File: config.mk
export PLATFORM = sky130hd
export DESIGN_NAME = beat_list_to_timed_events
export DESIGN_NICKNAME = d
export VERILOG_FILES = /design/src/rtl/blt_pkg.sv /design/src/rtl/blt_ram.sv /design/src/rtl/blt_dur.sv /design/src/rtl/beat_list_to_timed_events.sv
export SDC_FILE = /design/constraint.sdc
export NUM_CORES = 2
export LEC_CHECK = 0
export BUFFER_PORTS_ARGS = -buffer_cell sky130_fd_sc_hd__clkbuf_2
export CELL_PAD_IN_SITES_DETAIL_PLACEMENT = 0
export CELL_PAD_IN_SITES_GLOBAL_PLACEMENT = 1
export CORE_AREA = 8 8 386 388
export DETAILED_ROUTE_END_ITERATION = 12
export DIE_AREA = 0 0 394 396
export PLACE_DENSITY = 0.67
export SLEW_MARGIN = 10
export SYNTH_ARGS = -nofsm -noshare
export SYNTH_HDL_FRONTEND = slang
export SYNTH_HIERARCHICAL = 1
export SYNTH_SLANG_ARGS = --single-unit
export TNS_END_PERCENT = 10
File: constraint.sdc
create_clock -name clk -period 16.95 [get_ports clk]
set_input_delay 1.695 -clock clk [delete_from_list [all_inputs] [get_ports clk]]
set_output_delay 1.695 -clock clk [all_outputs]
set_load 0.02 [all_outputs]
File: src/rtl/blt_pkg.sv
`default_nettype none

package blt_pkg;

  // fixed-point format and store size
  localparam int FRAC_BITS = 8;
  localparam int MAX_BEATS = 32;
  localparam int ADDR_W    = $clog2(MAX_BEATS);
  localparam int CNT_W     = $clog2(MAX_BEATS + 1);

  // field widths
  localparam int POS_W   = 14;
  localparam int NOTE_W  = 7;
  localparam int CHAN_W  = 4;
  localparam int VOL_W   = 7;
  localparam int BEAT_W  = 26;
  localparam int MB_W    = 6;
  localparam int DUR_W   = 31;
  localparam int CIDX_W  = 2;
  localparam int CDATA_W = 26;

  // span holds a position difference or measure_beats << FRAC_BITS, sized for (measure_beats + 1) << FRAC_BITS
  localparam int LIM_W  = MB_W + 1 + FRAC_BITS;
  localparam int PROD_W = LIM_W + BEAT_W;

  localparam logic [POS_W-1:0] ONE_POS = POS_W'(1) << FRAC_BITS;
  localparam logic [DUR_W-1:0] DUR_MAX = '1;

  // register reset values
  localparam logic [BEAT_W-1:0] BEAT_TIME_RST    = BEAT_W'(500000);
  localparam logic [MB_W-1:0]   MEASURE_BEATS_RST = MB_W'(4);
  localparam logic [CHAN_W-1:0] REST_CHANNEL_RST  = CHAN_W'(9);

  typedef enum logic [CIDX_W-1:0] {
    REG_BEAT_TIME     = 2'd0,
    REG_MEASURE_BEATS = 2'd1,
    REG_REST_CHANNEL  = 2'd2,
    REG_UNUSED        = 2'd3
  } reg_idx_t;

  typedef struct packed {
    logic              entry_present;
    logic [POS_W-1:0]  beat_position;
    logic [NOTE_W-1:0] note_number;
    logic [CHAN_W-1:0] note_channel;
    logic [VOL_W-1:0]  note_volume;
    logic              end_of_pattern;
  } in_word_t;

  typedef struct packed {
    logic [NOTE_W-1:0] event_note;
    logic [VOL_W-1:0]  event_volume;
    logic [CHAN_W-1:0] event_channel;
    logic [DUR_W-1:0]  event_duration_us;
    logic              last_event;
  } out_word_t;

  // one stored beat entry
  typedef struct packed {
    logic [POS_W-1:0]  pos;
    logic [NOTE_W-1:0] note;
    logic [CHAN_W-1:0] chan;
    logic [VOL_W-1:0]  vol;
  } entry_t;

  localparam int ENTRY_W = $bits(entry_t);

  // request to the duration unit
  typedef struct packed {
    logic             en;
    logic [LIM_W-1:0] span;
  } dur_req_t;

endpackage

`default_nettype wire

File: src/rtl/blt_ram.sv
`default_nettype none

module blt_ram #(
  parameter int WIDTH = 32,
  parameter int DEPTH = 32
) (
  input  wire logic                     clk,
  input  wire logic                     wr_en,
  input  wire logic [$clog2(DEPTH)-1:0] wr_addr,
  input  wire logic [WIDTH-1:0]         wr_data,
  input  wire logic                     rd_en,
  input  wire logic [$clog2(DEPTH)-1:0] rd_addr,
  output logic      [WIDTH-1:0]         rd_data
);

  logic [WIDTH-1:0] mem [DEPTH];

  always_ff @(posedge clk) begin
    if (wr_en) begin
      mem[wr_addr] <= wr_data;
    end
    if (rd_en) begin
      rd_data <= mem[rd_addr];
    end
  end

endmodule

`default_nettype wire

File: src/rtl/blt_dur.sv
`default_nettype none

module blt_dur
  import blt_pkg::*;
(
  input  wire logic              clk,
  input  wire dur_req_t          req,
  input  wire logic [BEAT_W-1:0] beat_time_us,
  output logic      [DUR_W-1:0]  dur_us
);

  logic [PROD_W-1:0] prod_r;
  logic [PROD_W-1:0] shifted;

  // span * beat time, registered
  always_ff @(posedge clk) begin
    if (req.en) begin
      prod_r <= PROD_W'(req.span) * PROD_W'(beat_time_us);
    end
  end

  // drop fraction bits, saturate
  assign shifted = prod_r >> FRAC_BITS;
  assign dur_us  = (shifted > PROD_W'(DUR_MAX)) ? DUR_MAX : shifted[DUR_W-1:0];

endmodule

`default_nettype wire

File: src/rtl/beat_list_to_timed_events.sv
`default_nettype none

// Beat list to timed events. Input words load one measure's beat entries
// (position in beats with 8 fraction bits, note, channel, volume) into a
// 32-entry store, one word per cycle. An entry whose position is below
// beat 1 or at or past measure_beats+1 is stored as invalid: it takes a
// place but gives no event. Entries past the 32nd are dropped. The word
// with end_of_pattern set (entry or bare marker) starts emission, and the
// input stays not ready until a closing scan pass finds nothing left to
// emit (for an empty pattern, until the rest is in the output register).
// Emission works group by group, a group being all valid entries
// at the lowest position not yet emitted: one scan pass over the store finds
// the group position, its member count and the next position (capped at the
// end of the measure), then a second pass walks the store in arrival order
// and emits each member. A rest (note 0, volume 0, rest_channel) leads when
// the first group is not on beat 1. Only the last member of a group carries
// a duration; the shared duration unit multiplies the span by beat_time_us
// into a register, drops the fraction bits and saturates to 31 bits. An
// empty pattern gives one full-measure rest; a pattern of only invalid
// entries gives nothing. Per pattern, counted from the end word, each
// group takes a scan pass over the stored entries and a walk of the store
// to its last member, a leading rest adds a step and a closing scan pass
// ends the pattern; a word that the output holds untaken stalls the work.
// The single-ported store read, one entry a cycle while the output does
// not stall, sets the pace. Configuration writes are taken at any time
// but should be made only while idle.

module beat_list_to_timed_events
  import blt_pkg::*;
(
  input  wire logic               clk,
  input  wire logic               rst_n,
  // entry words
  input  wire logic               in_valid,
  output logic                    in_ready,
  input  wire in_word_t           in_data,
  // event words
  output logic                    out_valid,
  input  wire logic               out_ready,
  output out_word_t               out_data,
  // register writes
  input  wire logic               cfg_valid,
  output logic                    cfg_ready,
  input  wire logic [CIDX_W-1:0]  cfg_index,
  input  wire logic [CDATA_W-1:0] cfg_data
);

  typedef enum logic [2:0] {
    S_IDLE,
    S_EMPTY_OUT,
    S_SCAN_START,
    S_SCAN,
    S_POST,
    S_REST_OUT,
    S_EM_CHK
  } state_t;

  // ---------------------------------------------------------------------
  // Configuration registers: always ready.
  // ---------------------------------------------------------------------
  logic [BEAT_W-1:0] beat_time_r;
  logic [MB_W-1:0]   measure_beats_r;
  logic [CHAN_W-1:0] rest_channel_r;

  assign cfg_ready = 1'b1;

  always_ff @(posedge clk) begin
    if (!rst_n) begin
      beat_time_r     <= BEAT_TIME_RST;
      measure_beats_r <= MEASURE_BEATS_RST;
      rest_channel_r  <= REST_CHANNEL_RST;
    end else if (cfg_valid) begin
      unique case (reg_idx_t'(cfg_index))
        REG_BEAT_TIME:     beat_time_r     <= cfg_data[BEAT_W-1:0];
        REG_MEASURE_BEATS: measure_beats_r <= cfg_data[MB_W-1:0];
        REG_REST_CHANNEL:  rest_channel_r  <= cfg_data[CHAN_W-1:0];
        default: ;
      endcase
    end
  end

  // end of measure: (measure_beats + 1) << FRAC_BITS
  logic [LIM_W-1:0] limit;
  assign limit = (LIM_W'(measure_beats_r) + LIM_W'(1)) << FRAC_BITS;

  // ---------------------------------------------------------------------
  // Sequencer registers
  // ---------------------------------------------------------------------
  state_t            state_r,     state_nxt;
  logic [CNT_W-1:0]  count_r,     count_nxt;     // entries stored
  logic [ADDR_W-1:0] idx_r,       idx_nxt;       // store index of data now read
  logic              first_r,     first_nxt;     // no group emitted yet
  logic              found_r,     found_nxt;     // scan found a group
  logic              out_valid_r, out_valid_nxt;

  // scan results and payload, no reset needed
  logic [POS_W-1:0]  prev_low_r,  prev_low_nxt;  // position of last group
  logic [POS_W-1:0]  min1_r,      min1_nxt;      // group position
  logic [LIM_W-1:0]  min2_r,      min2_nxt;      // next position, capped
  logic [CNT_W-1:0]  tot_r,       tot_nxt;       // entries above prev_low
  logic [CNT_W-1:0]  cnt_r,       cnt_nxt;       // entries at min1
  logic [CNT_W-1:0]  members_r,   members_nxt;   // members left to emit
  out_word_t         out_data_r,  out_data_nxt;

  // store and duration unit
  logic              wr_en;
  logic [ADDR_W-1:0] wr_addr;
  entry_t            wr_entry;
  logic              rd_en;
  logic [ADDR_W-1:0] rd_addr;
  logic [ENTRY_W-1:0] rd_word;
  entry_t            rd_entry;
  dur_req_t          dur_req;
  logic [DUR_W-1:0]  dur_us;

  blt_ram #(
    .WIDTH (ENTRY_W),
    .DEPTH (MAX_BEATS)
  ) u_store (
    .clk     (clk),
    .wr_en   (wr_en),
    .wr_addr (wr_addr),
    .wr_data (wr_entry),
    .rd_en   (rd_en),
    .rd_addr (rd_addr),
    .rd_data (rd_word)
  );

  assign rd_entry = entry_t'(rd_word);

  blt_dur u_dur (
    .clk          (clk),
    .req          (dur_req),
    .beat_time_us (beat_time_r),
    .dur_us       (dur_us)
  );

  // spans fed to the duration unit
  logic [LIM_W-1:0] rest_span;
  logic [LIM_W-1:0] group_span;
  logic [LIM_W-1:0] empty_span;

  assign rest_span  = LIM_W'(min1_r) - LIM_W'(ONE_POS);
  assign group_span = (min2_r > LIM_W'(min1_r)) ? (min2_r - LIM_W'(min1_r)) : '0;
  assign empty_span = LIM_W'(measure_beats_r) << FRAC_BITS;

  logic slot_free;
  assign slot_free = !out_valid_r || out_ready;

  assign in_ready  = (state_r == S_IDLE);
  assign out_valid = out_valid_r;
  assign out_data  = out_data_r;

  // ---------------------------------------------------------------------
  // Next-state logic
  // ---------------------------------------------------------------------
  logic             pos_bad;
  logic [CNT_W-1:0] count_after;
  logic             scan_last;
  logic [POS_W-1:0] p;
  logic [LIM_W-1:0] min_keep;

  always_comb begin
    state_nxt     = state_r;
    count_nxt     = count_r;
    idx_nxt       = idx_r;
    first_nxt     = first_r;
    found_nxt     = found_r;
    out_valid_nxt = out_valid_r && !out_ready;
    prev_low_nxt  = prev_low_r;
    min1_nxt      = min1_r;
    min2_nxt      = min2_r;
    tot_nxt       = tot_r;
    cnt_nxt       = cnt_r;
    members_nxt   = members_r;
    out_data_nxt  = out_data_r;

    wr_en        = 1'b0;
    wr_addr      = count_r[ADDR_W-1:0];
    rd_en        = 1'b0;
    rd_addr      = idx_r + ADDR_W'(1);
    dur_req.en   = 1'b0;
    dur_req.span = group_span;

    // positions outside [1, measure_beats+1) are stored as 0
    pos_bad = (in_data.beat_position < ONE_POS) ||
              (LIM_W'(in_data.beat_position) >= limit);
    wr_entry.pos  = pos_bad ? '0 : in_data.beat_position;
    wr_entry.note = in_data.note_number;
    wr_entry.chan = in_data.note_channel;
    wr_entry.vol  = in_data.note_volume;
    count_after   = count_r;

    p         = rd_entry.pos;
    scan_last = (CNT_W'(idx_r) + CNT_W'(1)) == count_r;
    min_keep  = (LIM_W'(min1_r) < min2_r) ? LIM_W'(min1_r) : min2_r;

    unique case (state_r)
      S_IDLE: begin
        if (in_valid) begin
          if (in_data.entry_present && (count_r < CNT_W'(MAX_BEATS))) begin
            wr_en       = 1'b1;
            count_after = count_r + CNT_W'(1);
          end
          count_nxt = count_after;
          if (in_data.end_of_pattern) begin
            prev_low_nxt = '0;
            first_nxt    = 1'b1;
            if (count_after == '0) begin
              dur_req.en   = 1'b1;
              dur_req.span = empty_span;
              state_nxt    = S_EMPTY_OUT;
            end else begin
              state_nxt = S_SCAN_START;
            end
          end
        end
      end

      S_EMPTY_OUT: begin
        if (slot_free) begin
          out_valid_nxt                  = 1'b1;
          out_data_nxt.event_note        = '0;
          out_data_nxt.event_volume      = '0;
          out_data_nxt.event_channel     = rest_channel_r;
          out_data_nxt.event_duration_us = dur_us;
          out_data_nxt.last_event        = 1'b1;
          state_nxt                      = S_IDLE;
        end
      end

      S_SCAN_START: begin
        rd_en     = 1'b1;
        rd_addr   = '0;
        idx_nxt   = '0;
        found_nxt = 1'b0;
        min2_nxt  = limit;
        tot_nxt   = '0;
        cnt_nxt   = '0;
        state_nxt = S_SCAN;
      end

      S_SCAN: begin
        // lowest, count at lowest, second lowest above the last group
        if (p > prev_low_r) begin
          tot_nxt = tot_r + CNT_W'(1);
          if (!found_r || (p < min1_r)) begin
            if (found_r) begin
              min2_nxt = min_keep;
            end
            min1_nxt  = p;
            cnt_nxt   = CNT_W'(1);
            found_nxt = 1'b1;
          end else if (p == min1_r) begin
            cnt_nxt = cnt_r + CNT_W'(1);
          end else if (LIM_W'(p) < min2_r) begin
            min2_nxt = LIM_W'(p);
          end
        end
        if (scan_last) begin
          state_nxt = S_POST;
        end else begin
          idx_nxt = idx_r + ADDR_W'(1);
          rd_en   = 1'b1;
        end
      end

      S_POST: begin
        if (!found_r) begin
          count_nxt = '0;
          state_nxt = S_IDLE;
        end else if (first_r && (min1_r != ONE_POS)) begin
          dur_req.en   = 1'b1;
          dur_req.span = rest_span;
          state_nxt    = S_REST_OUT;
        end else begin
          dur_req.en  = 1'b1;
          rd_en       = 1'b1;
          rd_addr     = '0;
          idx_nxt     = '0;
          members_nxt = cnt_r;
          state_nxt   = S_EM_CHK;
        end
      end

      S_REST_OUT: begin
        if (slot_free) begin
          out_valid_nxt                  = 1'b1;
          out_data_nxt.event_note        = '0;
          out_data_nxt.event_volume      = '0;
          out_data_nxt.event_channel     = rest_channel_r;
          out_data_nxt.event_duration_us = dur_us;
          out_data_nxt.last_event        = 1'b0;
          dur_req.en                     = 1'b1;
          rd_en                          = 1'b1;
          rd_addr                        = '0;
          idx_nxt                        = '0;
          members_nxt                    = cnt_r;
          state_nxt                      = S_EM_CHK;
        end
      end

      S_EM_CHK: begin
        if (p == min1_r) begin
          if (slot_free) begin
            out_valid_nxt              = 1'b1;
            out_data_nxt.event_note    = rd_entry.note;
            out_data_nxt.event_volume  = rd_entry.vol;
            out_data_nxt.event_channel = rd_entry.chan;
            if (members_r == CNT_W'(1)) begin
              // last member: carries the span, last word if nothing above
              out_data_nxt.event_duration_us = dur_us;
              out_data_nxt.last_event        = (tot_r == cnt_r);
              first_nxt                      = 1'b0;
              prev_low_nxt                   = min1_r;
              state_nxt                      = S_SCAN_START;
            end else begin
              out_data_nxt.event_duration_us = '0;
              out_data_nxt.last_event        = 1'b0;
              members_nxt                    = members_r - CNT_W'(1);
              idx_nxt                        = idx_r + ADDR_W'(1);
              rd_en                          = 1'b1;
            end
          end
        end else begin
          idx_nxt = idx_r + ADDR_W'(1);
          rd_en   = 1'b1;
        end
      end

      default: begin
        state_nxt = S_IDLE;
      end
    endcase
  end

  // ---------------------------------------------------------------------
  // State and registered outputs
  // ---------------------------------------------------------------------
  always_ff @(posedge clk) begin
    if (!rst_n) begin
      state_r     <= S_IDLE;
      count_r     <= '0;
      idx_r       <= '0;
      first_r     <= 1'b1;
      found_r     <= 1'b0;
      out_valid_r <= 1'b0;
    end else begin
      state_r     <= state_nxt;
      count_r     <= count_nxt;
      idx_r       <= idx_nxt;
      first_r     <= first_nxt;
      found_r     <= found_nxt;
      out_valid_r <= out_valid_nxt;
    end
    prev_low_r <= prev_low_nxt;
    min1_r     <= min1_nxt;
    min2_r     <= min2_nxt;
    tot_r      <= tot_nxt;
    cnt_r      <= cnt_nxt;
    members_r  <= members_nxt;
    out_data_r <= out_data_nxt;
  end

endmodule

`default_nettype wire
After elaboration in Yosys (flattened, before gate mapping)
Memory sizes are Yosys's and may differ from the RTL's. A register that Yosys moved wholly into a read port is not among the register bits.
Cells that the tools add are included.
- word-level logic and storage cells: 206
- input port bits: 67
- output and inout port bits: 53
- memories kept: 1
- register bits after elaboration: 205
- bits in writable memories: 1024
- memories (memory ; words ; bits a word ; read ports ; clocked after Yosys merged registers in ; write ports ; RTL line ; RTL):
    u_store.mem ; 32 ; 32 ; 1 ; 1 ; 1 ; blt_ram.sv:16 ; logic [WIDTH-1:0] mem [DEPTH];
- $mul: 1
- eq/ne operators: 35
- $add $sub $neg: 9
- muxes and demuxes: 97
- order comparisons: 9
- reductions and logical operators: 33
- operator list (operator ; number):
    2-to-1 mux 50 bit ; 4
    case mux 50 bit (3 select lines) ; 1
    2-to-1 mux 15 bit ; 8
    2-to-1 mux 6 bit ; 15
    2-to-1 mux 14 bit ; 6
    2-to-1 mux 16 bit ; 4
    case mux 15 bit (2 select lines) ; 2
    2-to-1 mux 5 bit ; 10
    multiplier 15 x 26 -> 41 bit ; 1
    case mux 6 bit (2 select lines) ; 3
    greater-than comparator 33 x 31 -> 1 bit, second input constant ; 1
    2-to-1 mux 32 bit ; 1
    2-to-1 mux 31 bit ; 1
    less-than comparator 14 x 15 -> 1 bit ; 2
    != test 2 bit, second input constant ; 14
    case mux 14 bit (2 select lines) ; 1
    2-to-1 mux 3 bit ; 9
    case mux 5 bit (5 select lines) ; 1
    2-to-1 mux 1 bit ; 21
    != test 3 bit, second input constant ; 7
    case mux 3 bit (7 select lines) ; 1
    adder 6 x 1 -> 6 bit, second input constant ; 3
    case mux 6 bit (3 select lines) ; 1
    greater-or-equal comparator 14 x 15 -> 1 bit ; 1
    42 further kinds ; 66

Depth between registers and ports, before layout
- depth in word-level cells: 11
- mapped depth: 33
- mapped depth without buffers: 31

Cells and area by module
The synthesis kept the hierarchy.
- modules (own cells, without submodules) (module ; times used ; area an instance (µm²) ; cells each):
    blt_ram ; 1 ; 40810.4 ; 2260
    blt_dur ; 1 ; 13294.0 ; 1452
    beat_list_to_timed_events ; 1 ; 9535.4 ; 988

Least setup slack after synthesis
OpenSTA, ideal clock, no wires.
- kind: input to register
- start: input in_data[33] in the netlist's numbering
- end: register u_dur.prod_r[34], data pin
- buffers on the path: 4
- stages on the path: 29
- data required time: 16.760 ns
- arrival: 8.602 ns
- setup slack: 8.158 ns
- cell sequence: nor2b_1 > buf_2 > a21o_1 > a2111oi_2 > nor2b_1 > buf_2 > or3_1 > buf_4 > o21ai_1 > clkbuf_1 > and2_1 > fa_1 > inv_1 > fa_1 > inv_1 > fa_1 > fa_1 > fa_1 > inv_1 > fa_1 > inv_1 > ha_1 > and3_1 > and4_1 > a41o_1 > o21bai_2 > a21oi_2 > o2111a_1 > a2111oi_2
- RTL lines (what ; RTL line ; RTL):
    start: declaration ; beat_list_to_timed_events.sv:36 ; input wire in_word_t in_data,
    end signal: assignment ; blt_dur.sv:18 ; prod_r <= PROD_W'(req.span) * PROD_W'(beat_time_us);
    end: declaration ; blt_dur.sv:12 ; logic [PROD_W-1:0] prod_r;

==> impl_metrics.json <==
{
  "yosysUniqueCellTypes": 78,
  "nets": 5355,
  "io_buffers": 118,
  "synth_top_area_cell": "edfxtp_1",
  "switching_share_pct": 24.8,
  "syn_area_sq_mm": 0.0636,
  "ys.flop_type": "edfxtp_1",
  "fin_worst_skew_ns": 0.0633,
  "synth_fa_ha_area_share_pct": 13.2,
  "timing.final.crit_share_pct": 57.8,
  "grt_pass1_vias": 38888,
  "cap_violations": 0,
  "min_period_ns": 9.80,
  "start_kind": "input pin",
  "fmax_ghz": 0.102,
  "drc": 0,
  "final_cell_mix": "edfxtp_1 (1200), mux2i_1 (534), nand2_1 (410), inv_1 (394), fa_1 (310)",
  "syn_nets": 5250,
  "rrSetupSlack_ns": 7.48,
  "grt_max_degree": 139,
  "ys_warn_count": 6,
  "intPower_mw": 5.40,
  "worstPathRequired_ns": 17.44,
  "gr-total-overflow": 0,
  "htree_levels": 4,
  "synth.top_cell.area_share_pct": 56.6,
  "rows": 139,
  "drive_gt1_share_pct": 9.69,
  "synth_edf_count": 1200,
  "cts_tree": "done",
  "slew_violations": 0,
  "core-area_sq_mm": 0.143,
  "cts.sinks": 1253,
  "wl_per_cell_um": 25.3,
  "filler_cell_count": 12287,
  "stdcell_area_sq_mm": 0.0710,
  "drt_wl_total_um": 172000,
  "clk_pin_slew_ns": 0.06,
  "gr-usage-all-layers_pct": 21.7,
  "cts_buffer_depth": 3,
  "dp.final_hpwl_um": 103000,
  "ys_seq_area_share_pct": 58.3,
  "p_comb_share_pct": 10.4,
  "place_congestion": 0.841,
  "yosys.area_share.simple_pct": 8.88,
  "dpl_cell_area_sq_mm": 0.0664,
  "ir_worst_vdd_v": 0.0000763,
  "critPathMaxFanout": 26,
  "cts_setup_buffers": 0,
  "hold_viol_final": 0,
  "synth_seq_cells": 1253,
  "netlist_instances": 4700,
  "crit_arrival_ns": 10.29,
  "tns_ns": 0,
  "status": "finished clean",
  "yosys.area_share.xor_xnor_pct": 1.09,
  "grt_pass1_wl_um": 256000,
  "first_iter_violations": 2932,
  "first_pass_iters": 5,
  "final_common_cell": "edfxtp_1",
  "seq_power_share_pct": 48.4,
  "ios": 120,
  "p_per_area_mw_per_mm2": 101,
  "cts-root-buf": "clkbuf_16",
  "clock_latency_ns": 0.79,
  "area_growth_pct": 11.5,
  "rsz0062_at_grt": "no",
  "die-area_sq_mm": 0.156,
  "die_w_um": 394,
  "setup_violations": 0,
  "tightest_slew_ns": 1.27,
  "start_util_pct": 44.6,
  "avgSynthCellArea_sq_um": 13.5,
  "p_sw_mw": 1.78,
  "die_h_um": 396,
  "antenna_found_initial": 9,
  "synthArstFlopShare_pct": 0,
  "vias_per_cell": 5.57,
  "synthTopCellsByArea": "edfxtp_1 (57%), fa_1 (9.8%), mux2i_1 (8.4%)",
  "hp-class": "reg2reg",
  "slew_headroom_pct": 15.1,
  "synth_top_family_by_area": "adder cells",
  "cts_resized": 0,
  "synth_compound_area_share_pct": 5.98,
  "p_clk_share_pct": 41.1,
  "path_class": "in2reg",
  "end_kind": "flip-flop",
  "leakagePower_nw": 29.1,
  "dr_total_vias": 38016,
  "synthMuxAreaShare_pct": 8.40,
  "antenna_left": 0,
  "hold_buffers": 0,
  "cts_made_buffers": 137
}
==> synthesized netlist by cell type, drive strengths merged, types with 6 or more instances <==
cell type and instances:
edfxtp 1200, a21oi 189, and3 37, nor3 54, clkbuf 144, a22oi 101
xnor2 45, nand3b 10, mux2i 534, o21a 10, nand4 16, inv 394
nor2 131, a221oi 9, ha 173, nand2b 12, a211oi 11, o21ai 65
buf 94, a31oi 51, nand2 411, xor2 34, nor4 6, and2 249
nand3 134, dfxtp 53, fa 310, a22o 64, nor2b 21, or3 40
a21o 23
==> path summary, 6_finish.rpt <==
path,depth (start not counted),start,end
worst max-delay path,27,in_data[33],u_dur/prod_r[33]
worst min register to register,2,rest_channel_r[0],rest_channel_r[0]
worst max register to register,27,min1_r[1],u_dur/prod_r[33]
worst min-delay path,2,rest_channel_r[0],rest_channel_r[0]
==> power by group through the flow <==
stage | logic, mW | clock network (mW) | registers [mW]
after floorplan | 0.534 | 0 | 3.53
after detailed placement | 0.751 | 0 | 3.54
after global placement | 0.743 | 0 | 3.54
final | 0.747 | 2.95 | 3.48
after CTS | 0.755 | 3.01 | 3.48
after global routing | 0.838 | 3.12 | 3.48
==> metrics by stage <==
stage	worst slack, ns	util, %	power [mW]	cells	hold slack (ns)
final	7.15	49.7	7.18	6820	0.483
after global routing	6.50	49.7	7.44	6817	0.522
after CTS	7.12	49.7	7.24	6817	0.483
after detailed placement	6.33	46.5	4.29	6569	0.468
after global placement	6.48	46.5	4.28	6569	0.465
after floorplan	8.16	-	4.06	4700	0.444
==> cell families (layout without fill, tap and decap cells) <==
kind of cell | Yosys count | count (layout)
buffers and inverters | 632 | 846
AND/OR/NAND/NOR | 1145 | 1145
flip-flops | 1253 | 1253
adder cells (fa/ha/maj) | 483 | 483
other | 1 | 4
XOR/XNOR | 79 | 79
multiplexers | 534 | 534
AO/OA/AOI/OAI | 573 | 573
==> area by class of cell <==
type	instances	area, sq um	area share [%]
clock buffers	166	3560	5.01
diodes	3	7.51	0.0106
inverters	394	1480	2.08
multi-input cells	2815	24200	34.1
repair buffers	204	1250	1.76
clock inverters	82	966	1.36
well taps	1903	2380	3.36
flip-flops and latches	1253	37100	52.3
==> registers in the layout, summed over array words and instances (netlist names), 3 cells and up <==
name / cells
min2_r: 15
tot_r: 6
count_r: 6
u_store/mem: 1024
u_dur/prod_r: 33
beat_time_r: 26
out_data: 50
rest_channel_r: 4
members_r: 6
min1_r: 14
cnt_r: 6
u_store/rd_data: 32
measure_beats_r: 6
prev_low_r: 14
idx_r: 5
state_r: 3
==> worst max-delay path, stage by stage <==
cell and delay, ns:
clkbuf_2 0.12, nor2b_1 0.44, nand4_1 0.19, a2111oi_2 0.49
nor2b_1 0.57, or3_1 0.53, o21ai_2 0.43, and2_1 0.30
fa_1 0.53, inv_1 0.05, fa_1 0.53, inv_1 0.05
fa_1 0.51, fa_1 0.44, fa_1 0.57, inv_1 0.06
fa_1 0.52, inv_1 0.04, ha_1 0.37, a21oi_1 0.11
o21ai_0 0.25, nor2_1 0.07, a211oi_1 0.60, o21ai_0 0.30
nand3b_1 0.23, a31oi_1 0.12, xnor2_1 0.14
==> routing by layer <==
layer	vias up	GRT usage (%)	part of all wire, %
met1	19679	29.3	44
met2	1037	36.9	49
li1	17039	-	-
met5	-	0	0.024
met4	6	5.46	2.3
met3	255	3.28	5.4
(Power assumes the default switching activity.)
